### src/rtl/gtfn_pkg.sv
package gtfn_pkg;

    localparam int RW_FIELD_BITS = 13;
    localparam int ADDR_LSB = 2;
    localparam logic [0:0] REG_ROW_WIDTH = 1'b0;
    localparam int EDGE_LIMIT_BITS = 30;
    localparam int CROSS_LIMIT_BITS = 31;
    localparam int UNIT_SHIFT = 15;
    localparam int QUOT_BITS = 15;
    localparam int DIV_BITS = 48;
    localparam int NORM_BITS = 16;

    typedef struct packed {
        logic full;
        logic empty;
    } gtfn_qstat_t;

endpackage

### src/rtl/gtfn_queue.sv
module gtfn_queue #(
    parameter int WIDTH = 480,
    parameter int DEPTH = 2
) (
    input  logic                clk,
    input  logic                rst_n,
    input  logic                push,
    input  logic [WIDTH-1:0]    push_data,
    input  logic                pop,
    output logic [WIDTH-1:0]    pop_data,
    output gtfn_pkg::gtfn_qstat_t stat
);

    import gtfn_pkg::*;

    localparam int PW = (DEPTH > 1) ? $clog2(DEPTH) : 1;
    localparam int CNW = $clog2(DEPTH + 1);

    logic [WIDTH-1:0] entry_reg [DEPTH];
    logic [PW-1:0]    wr_ptr_reg;
    logic [PW-1:0]    rd_ptr_reg;
    logic [CNW-1:0]   count_reg;

    assign stat.full  = (count_reg == CNW'(DEPTH));
    assign stat.empty = (count_reg == '0);
    assign pop_data   = entry_reg[rd_ptr_reg];

    always_ff @(posedge clk)
    begin
        if (push)
        begin
            entry_reg[wr_ptr_reg] <= push_data;
        end
    end

    always_ff @(posedge clk or negedge rst_n)
    begin
        if (!rst_n)
        begin
            wr_ptr_reg <= '0;
            rd_ptr_reg <= '0;
            count_reg  <= '0;
        end
        else
        begin
            if (push)
            begin
                wr_ptr_reg <= (wr_ptr_reg == PW'(DEPTH - 1)) ? '0 : wr_ptr_reg + PW'(1);
            end
            if (pop)
            begin
                rd_ptr_reg <= (rd_ptr_reg == PW'(DEPTH - 1)) ? '0 : rd_ptr_reg + PW'(1);
            end
            if (push && !pop)
            begin
                count_reg <= count_reg + CNW'(1);
            end
            else if (pop && !push)
            begin
                count_reg <= count_reg - CNW'(1);
            end
        end
    end

    a_no_overflow: assert property (@(posedge clk) disable iff (!rst_n)
        !(push && stat.full && !pop))
        else $error("queue push while full");

    a_no_underflow: assert property (@(posedge clk) disable iff (!rst_n)
        !(pop && stat.empty))
        else $error("queue pop while empty");

    a_push_visible: assert property (@(posedge clk) disable iff (!rst_n)
        (push && !pop) |=> !stat.empty)
        else $error("pushed entry lost");

    a_count_bound: assert property (@(posedge clk) disable iff (!rst_n)
        count_reg <= CNW'(DEPTH))
        else $error("queue count out of range");

endmodule

### config.mk
export PLATFORM = sky130hd
export DESIGN_NAME = gtfn_queue
export DESIGN_NICKNAME = d
export VERILOG_FILES = /design/src/rtl/gtfn_pkg.sv /design/src/rtl/gtfn_queue.sv
export SDC_FILE = /design/constraint.sdc
export NUM_CORES = 1
export LEC_CHECK = 0
export BUFFER_PORTS_ARGS = -buffer_cell sky130_fd_sc_hd__buf_2
export CORE_AREA = 2 2 371 373
export DETAILED_ROUTE_END_ITERATION = 8
export DIE_AREA = 0 0 373 375
export GPL_TIMING_DRIVEN = 1
export SETUP_SLACK_MARGIN = 0.05
export SKIP_CTS_REPAIR_TIMING = 1
export SYNTH_ARGS = -nofsm -noshare
export SYNTH_HDL_FRONTEND = slang
export SYNTH_SLANG_ARGS = --single-unit
### constraint.sdc
create_clock -name clk -period 31.2 [get_ports clk]
set_clock_uncertainty 0.15 [all_clocks]
set_input_delay 6.24 -clock clk [delete_from_list [all_inputs] [get_ports clk]]
set_output_delay 6.24 -clock clk [all_outputs]
set_load 0.01 [all_outputs]
# == Word-level counts from Yosys, hierarchy flattened ==
# Memories as Yosys holds them, arrays and structs flattened.
# Index checks and enable logic that the tools add are counted.
# word_totals
regBits,4
mem_bits_rw,960
in_bits,484
wordCells,21
mem_count,1
# mem_list
name,depth,word_bits,read_ports,rd_ports_with_merged_regs,write_ports,line_no,text
entry_reg,2,480,1,0,1,gtfn_queue.sv:19,logic [WIDTH-1:0] entry_reg [DEPTH];
# op_classes
n_addsub,4
n_eq_ne,1
mux,6
n_reduce_logical,6
# ops
op,count
1-bit 2-to-1 mux,4
2-bit 2-to-1 mux,2
"1-bit adder, second input constant",2
"2-bit by 1-bit adder with 2-bit output, second input constant",1
"2-bit == test, second input constant",1
1-bit logical AND,2
1-bit logical NOT,2
2-bit logical NOT,1
2-bit nonzero test,1
"2-bit by 1-bit subtractor with 2-bit output, second input constant",1

# == Logic depth before layout (Yosys ltp) ==
# Gate-level depths: netlist of run 1.
# depth
word_depth,4
depth_mapped,5
mapped_depth_nobuf,5

# == Least setup slack after synthesis of run 1 ==
# OpenSTA, ideal clock, no wires.
# synth_timing
path_kind,input-to-reg
from,input port push
to,memory entry_reg[0][0] (enable)
setup_time_ps,1392
arrival_time_ps,26823
t_required_ps,29658
setup_slack_ps,2835
stages,1
path_buffers,0
cell_sequence,nor2b_1
# synth_via
elab_chain_cells,2
# synth_rtl
element,line_no,text
"start, declared",gtfn_queue.sv:7,"input logic push,"
1-bit 2-to-1 mux,gtfn_queue.sv:30,if (push)
1-bit 2-to-1 mux (implied by the code),gtfn_queue.sv:32,entry_reg[wr_ptr_reg] <= push_data;
"end, declared",gtfn_queue.sv:19,
# No other way between the ends.

# == Final worst setup path of run 1 ==
# layout_timing
from,register rd_ptr_reg
to,output port pop_data[212]
# layout_via
elab_chain_cells,1
# layout_rtl
element,line_no,text
"start, declared",gtfn_queue.sv:21,logic [PW-1:0] rd_ptr_reg;
"start signal, assigned",gtfn_queue.sv:52,rd_ptr_reg <= (rd_ptr_reg == PW'(DEPTH - 1)) ? '0 : rd_ptr_reg + PW'(1);
memory read 2 x 480 bit,--,
"end, declared",gtfn_queue.sv:10,"output logic [WIDTH-1:0] pop_data,"
# No other way between the ends.

==> results.json, run 1 <==
{
  "status": "completed",
  "path_buf_inv": 4,
  "path_class": "reg2out",
  "gp_congestion": 0.843,
  "worst_r2r_startpoint": "wr_ptr_reg",
  "vdd_drop_max_mv": 0.0684,
  "io_buffers": 965,
  "cpPeakStageDelay_ns": 0.87,
  "grt_start_max_net_pins": 132,
  "post-route-min-period_ns": 11.04,
  "synth_commonest_cells": "960 x edfxtp_1, 390 x mux2_2, 90 x mux2_4",
  "place_inst": 4233,
  "p_leak_nw": 16.9,
  "cp_max_fo": 69,
  "yosys.area.top_type_share_pct": 82.0,
  "largest_reg_flops": 960,
  "grt_util_met1_pct": 13.7,
  "synth_area_leaders": "edfxtp_1 82%, mux2_2 12%, mux2_4 3.8%",
  "syn_area_um2": 35200,
  "cts_buffer_depth": 3,
  "firstDrtPassIters": 5,
  "routed_wl_mm": 93.3,
  "p_per_area_nw_per_um2": 92.5,
  "crit_path_end_kind": "primary output",
  "synth_edf_count": 960,
  "p_total_mw": 4.21,
  "layout.nets": 3027,
  "rsz0062_at_grt": "no",
  "rows": 136,
  "worst-path-stages": 5,
  "start_util_pct": 25.8,
  "insertion_delay_ns": 0.69,
  "ys_ff_latch": 964,
  "cp-startpoint": "rd_ptr_reg",
  "tightestPinTransition_ns": 1.02,
  "pwr-share-seq_pct": 42.5,
  "reg2reg_depth": 5,
  "hold_class": "reg2reg",
  "p_clk_share_pct": 28.9,
  "grt_use_total_pct": 12.8,
  "endpoint": "pop_data[212]",
  "antenna_found_initial": 44,
  "pwr-share-comb_pct": 28.7,
  "top_level_ports": 966,
  "drv_slew": 0,
  "path_delay_family": "buffers and inverters",
  "cp-start-kind": "flip-flop",
  "cp_cell_sequence": "buf_4, buf_4, buf_4, mux2_2, buf_2",
  "synth_top_area_cell": "edfxtp_1",
  "crit_required_ns": 24.81,
  "syn_nets": 1995,
  "synth_cell_type_count": 14,
  "stdcell_count": 4434,
  "synth_ff_type": "edfxtp_1",
  "post-route-period-util_pct": 35.4,
  "ff2ff_setup_slack_ns": 26.57,
  "critical_path.slowest_cell": "dfrtp_4",
  "vias_per_cell": 4.11,
  "core_um2": 136000,
  "grt_pass1_wl_mm": 131,
  "clockRootBuffer": "clkbuf_16",
  "ys_warn_count": 0,
  "drt_iter0_drc": 1052,
  "p_int_mw": 2.96,
  "gr-usage-met3_pct": 5.10,
  "die_y_um": 375,
  "synth-seq-area-share_pct": 82.2,
  "ys_async_sr_fraction_pct": 0.415,
  "finalSetupTns_ns": 0,
  "vias": 18240,
  "syn_to_final_growth_pct": 29.3,
  "crit_top_cell": "buf_4",
  "drive_gt1_share_pct": 61.3,
  "cts_made_buffers": 101,
  "clkSinkCount": 964,
  "grtUsageMet2_pct": 22.8,
  "p_switching_mw": 1.24,
  "hold_viol": 0,
  "switching_share_pct": 29.6,
  "reg2reg_to": "entry_reg[0][385]",
  "relSlewSlack_pct": 31.7,
  "hpwl_mm": 68.1,
  "synth_area_per_cell_um2": 23.3,
  "drv_cap": 0,
  "fmax_mhz": 90.5,
  "die_w_um": 373,
  "busiest_layer": "met2",
  "ant_nets": 0,
  "drc_errors": 0,
  "wl_per_cell_um": 21.0,
  "grt_pass1_vias": 19017,
  "cp_data_arrival_time_ns": 4.65,
  "syn_inst": 1510,
  "cts_tree": "built",
  "htree_levels": 3,
  "die_area_um2": 140000,
  "clk_pin_slew_ns": 0.06,
  "grt.overflow.total": 0,
  "setup_viol_count_final": 0,
  "synth.most_common_cell": "edfxtp_1"
}
==> logic make-up (layout without fill, tap and decap cells) <==
family / after synthesis / after routing / synth area share, %
XOR/XNOR: 5 / 5 / 0.125
adder cells (fa/ha/maj): 1 / 1 / 0.0356
buffers and inverters: 55 / 1171 / 1.19
flip-flops: 964 / 964 / 82.2
multiplexers: 480 / 480 / 16.3
other: 0 / 14 / 0
AND/OR/NAND/NOR: 5 / 5 / 0.0747
==> routing by layer <==
metal	wire length, µm	part of all wire (%)	vias up
met5	27	0.029	-
met4	2630	2.8	4
met3	8440	9.0	166
met2	48100	52	769
met1	34100	37	9140
li1	-	-	8161
==> cells in the final DEF (no fill, tap or decap), types with 5 or more instances in the layout <==
| master | netlist | routed |
|---|---|---|
| bufinv_16 | 0 | 14 |
| clkinv_2 | 0 | 12 |
| edfxtp_1 | 960 | 960 |
| clkbuf_1 | 0 | 24 |
| buf_4 | 30 | 14 |
| clkinvlp_4 | 0 | 5 |
| diode_2 | 0 | 14 |
| clkbuf_16 | 0 | 101 |
| clkinv_1 | 0 | 20 |
| mux2_4 | 90 | 90 |
| inv_6 | 0 | 5 |
| mux2_2 | 390 | 390 |
| buf_2 | 13 | 965 |
==> area by class of cell <==
cell class / instances / area [µm²]
inverter: 1 / 3.75
multi-input combinational: 491 / 5840
sequential: 964 / 28900
clock buffer: 125 / 2620
antenna: 14 / 35.0
fill: 13175 / 90800
clock inverter: 62 / 782
timing repair buffer: 983 / 5010
tap: 1794 / 2240
==> power groups by stage <==
| stage | logic (mW) | registers [mW] | clock network [mW] |
|---|---|---|---|
| after floorplan | 0.760 | 1.97 | 0 |
| after global placement | 1.22 | 1.81 | 0 |
| after detailed placement | 1.22 | 1.82 | 0 |
| after CTS | 1.23 | 1.79 | 1.25 |
| after global routing | 1.29 | 1.81 | 1.30 |
| final | 1.21 | 1.79 | 1.21 |
==> how the worst min path moves through the flow <==
stage                 end  depth (start not counted)  slack (ns)  startpoint
6_report       wr_ptr_reg                          1        0.40  wr_ptr_reg
5_1_grt        wr_ptr_reg                          1        0.43  wr_ptr_reg
4_1_cts        wr_ptr_reg                          1        0.40  wr_ptr_reg
3_5_place_dp   wr_ptr_reg                          1        0.39  wr_ptr_reg
3_3_place_gp   wr_ptr_reg                          1        0.39  wr_ptr_reg
2_1_floorplan  wr_ptr_reg                          1        0.31  wr_ptr_reg
==> worst reg2reg max path, cell delays in order (launching register included) <==
cell     delay (ns)
dfrtp_1        0.43
nor2b_4        0.79
buf_4          0.78
buf_4          0.69
buf_4          0.60
buf_12         0.54
==> stage by stage <==
| step | hold WS (ns) | setup WS [ns] | instance area, µm² | util [%] |
|---|---|---|---|---|
| 2_1_floorplan | 0.305 | 2.84 | 35200 | - |
| 3_3_place_gp | 0.393 | 20.54 | 42000 | 30.8 |
| 3_5_place_dp | 0.391 | 20.57 | 42000 | 30.8 |
| 4_1_cts | 0.402 | 20.03 | 45400 | 33.3 |
| 5_1_grt | 0.432 | 19.83 | 45500 | 33.4 |
| 6_report | 0.403 | 20.16 | 45500 | 33.4 |
(Power assumes the default switching activity.)
==> run 2, diff against run 1 <==
--- a/config.mk
+++ b/config.mk
@@ -5,6 +5,7 @@
 export SDC_FILE = /design/constraint.sdc
 export NUM_CORES = 1
 export LEC_CHECK = 0
+export ABC_AREA = 1
 export BUFFER_PORTS_ARGS = -buffer_cell sky130_fd_sc_hd__buf_2
 export CORE_AREA = 2 2 371 373
 export DETAILED_ROUTE_END_ITERATION = 8
==> constraint.sdc (replaced) <==
create_clock -name clk -period 11.15 [get_ports clk]
set_clock_uncertainty 0.15 [all_clocks]
set_input_delay 2.23 -clock clk [delete_from_list [all_inputs] [get_ports clk]]
set_output_delay 2.23 -clock clk [all_outputs]
set_load 0.01 [all_outputs]
==> run 2 against run 1 <==
Against the previous run: via count about the same; highest routed layer unchanged; clock power rose to 2.8 times the previous value; worst setup slack worse by 15 ns; critical path type unchanged.
==> results.json, run 2 <==
{
  "status": "completed",
  "p_total_mw": 11.7,
  "synth_area_leaders": "edfxtp_1 82%, mux2_2 12%, mux2_4 3.8%",
  "synth.most_common_cell": "edfxtp_1",
  "synth_ff_type": "edfxtp_1",
  "ant_nets": 0,
  "drv_slew": 0,
  "largest_reg_flops": 960,
  "drv_cap": 0,
  "clkSinkCount": 964,
  "hpwl_mm": 66.2,
  "firstDrtPassIters": 5,
  "grt.overflow.total": 0,
  "hold_depth": 2,
  "drive_gt1_share_pct": 61.0,
  "gp_congestion": 0.807,
  "cp_max_fo": 120,
  "fmax_mhz": 161,
  "critical_path.slowest_cell": "dfrtp_4",
  "top_layer": "met5",
  "synth_cell_type_count": 15,
  "synth_top_area_cell": "edfxtp_1",
  "top_level_ports": 966,
  "crit_required_ns": 8.77,
  "post-route-period-util_pct": 55.6,
  "setup_viol_count_final": 0,
  "synth_area_per_cell_um2": 23.2,
  "cts_buffer_depth": 3,
  "grt_use_total_pct": 12.9,
  "synth-seq-area-share_pct": 82.2,
  "htree_levels": 3,
  "grt_start_max_net_pins": 156,
  "vias_per_cell": 4.10,
  "finalSetupTns_ns": 0,
  "syn_nets": 2004,
  "met2_length_mm": 47.1,
  "layout.nets": 3034,
  "clockRootBuffer": "clkbuf_16",
  "core_um2": 136000,
  "cts_tree": "built",
  "hold_viol": 0,
  "wirelength_met1_mm": 32.8,
  "die_y_um": 375,
  "vias": 18226,
  "path_buf_inv": 3,
  "yosys.area.top_type_share_pct": 81.9,
  "syn_inst": 1519,
  "p_leak_nw": 16.9,
  "final_util_pct": 33.3,
  "cts_made_buffers": 104,
  "die_w_um": 373,
  "syn_to_final_growth_pct": 29.2,
  "grt_pass1_wl_mm": 130,
  "grt_pass1_vias": 18879,
  "rows": 136,
  "wl_per_cell_um": 21.1,
  "synth_edf_count": 960,
  "final_cell_mix": "965 x buf_2, 960 x edfxtp_1, 390 x mux2_2, 105 x clkbuf_16, 90 x mux2_4",
  "p_per_area_nw_per_um2": 258,
  "nFillCells": 13244,
  "drc_errors": 0,
  "crit_path_end_kind": "primary output",
  "hold_class": "reg2reg",
  "io_buffers": 965,
  "tightestPinTransition_ns": 1.16,
  "cp-start-kind": "flip-flop",
  "antenna_found_initial": 61,
  "routed_wl_mm": 94.0,
  "cp_cell_sequence": "buf_12, buf_4, mux2_2, buf_2",
  "clk_pin_slew_ns": 0.06,
  "reg2reg_depth": 4,
  "rsz0062_at_grt": "no",
  "relSlewSlack_pct": 22.8,
  "vdd_drop_max_mv": 0.185,
  "mostFrequentLayoutCell": "buf_2",
  "path_delay_family": "buffers and inverters",
  "ys_warn_count": 0,
  "path_class": "reg2out",
  "wl_met3_mm": 10.3,
  "die_area_um2": 140000,
  "ys_async_sr_fraction_pct": 0.415,
  "cp_data_arrival_time_ns": 3.81,
  "synth_commonest_cells": "960 x edfxtp_1, 390 x mux2_2, 90 x mux2_4",
  "post-route-min-period_ns": 6.19,
  "insertion_delay_ns": 0.70,
  "cpPeakStageDelay_ns": 0.79,
  "drt_iter0_drc": 1048,
  "syn_area_um2": 35200,
  "worst-path-stages": 4,
  "ys_ff_latch": 964,
  "start_util_pct": 25.8
}
-- run 2: logic make-up (layout without fill, tap and decap cells) --
group                      after synthesis  count (layout)  share of synthesized area [%]
buffers and inverters                   61            1177                           1.25
and+or+nand+nor                         10              10                          0.117
adders and majority gates                1               1                         0.0355
DFF                                    964             964                           82.2
other                                    0              20                              0
xor gates and xnor gates                 3               3                         0.0747
muxes                                  480             480                           16.3
-- run 2: path summary, 6_finish.rpt --
path / end / startpoint / slack, ns
worst max-delay path: pop_data[307] / rd_ptr_reg / 4.96
min in group asynchronous: count_reg[1] / rst_n / 1.19
worst min register to register: count_reg[1] / count_reg[1] / 0.36
worst max register to register: entry_reg[1][213] / wr_ptr_reg / 8.28
max in group asynchronous: rd_ptr_reg / rst_n / 9.50
worst min-delay path: count_reg[1] / count_reg[1] / 0.36
-- run 2: tightest hold or removal path: stages, from the launching register on --
cell,delay (ns)
dfrtp_1,0.37
nand2_1,0.07
nand2_1,0.05
-- run 2: where the power goes --
part           switching, mW  internal, mW  total [mW]
registers              0.162          4.81        4.97
logic                   1.93          1.48        3.40
clock network           1.41          1.93        3.34
total                   3.50          8.22        11.7
-- run 2: area by class of cell --
type                    instances  area (µm²)  area share [%]
repair buffers                978        5050            11.1
flip-flops and latches        964       28900            63.6
clock inverters                58         539            1.19
well taps                    1794        2240            4.94
multi-input cells             494        5830            12.8
diodes                         20        50.0           0.110
clock buffers                 134        2780            6.11
inverters                       7        30.0          0.0661
-- run 2: per-layer routing --
layer | vias to the layer above | track usage [%]
met1 | 8994 | 13.1
li1 | 8192 | -
met5 | - | 0
met4 | 12 | 6.11
met2 | 821 | 22.1
met3 | 207 | 6.27
-- run 2: metrics by stage --
step                hold slack, ns  instances  setup slack, ns  instance area (µm²)
floorplan                    0.313       1519             1.09                35200
detailed placement           0.342       4237             5.69                42100
CTS                          0.358       4429             4.89                45400
finish                       0.362       4449             4.96                45500
global placement             0.329       4237             5.69                42100
global route                 0.409       4441             4.76                45400
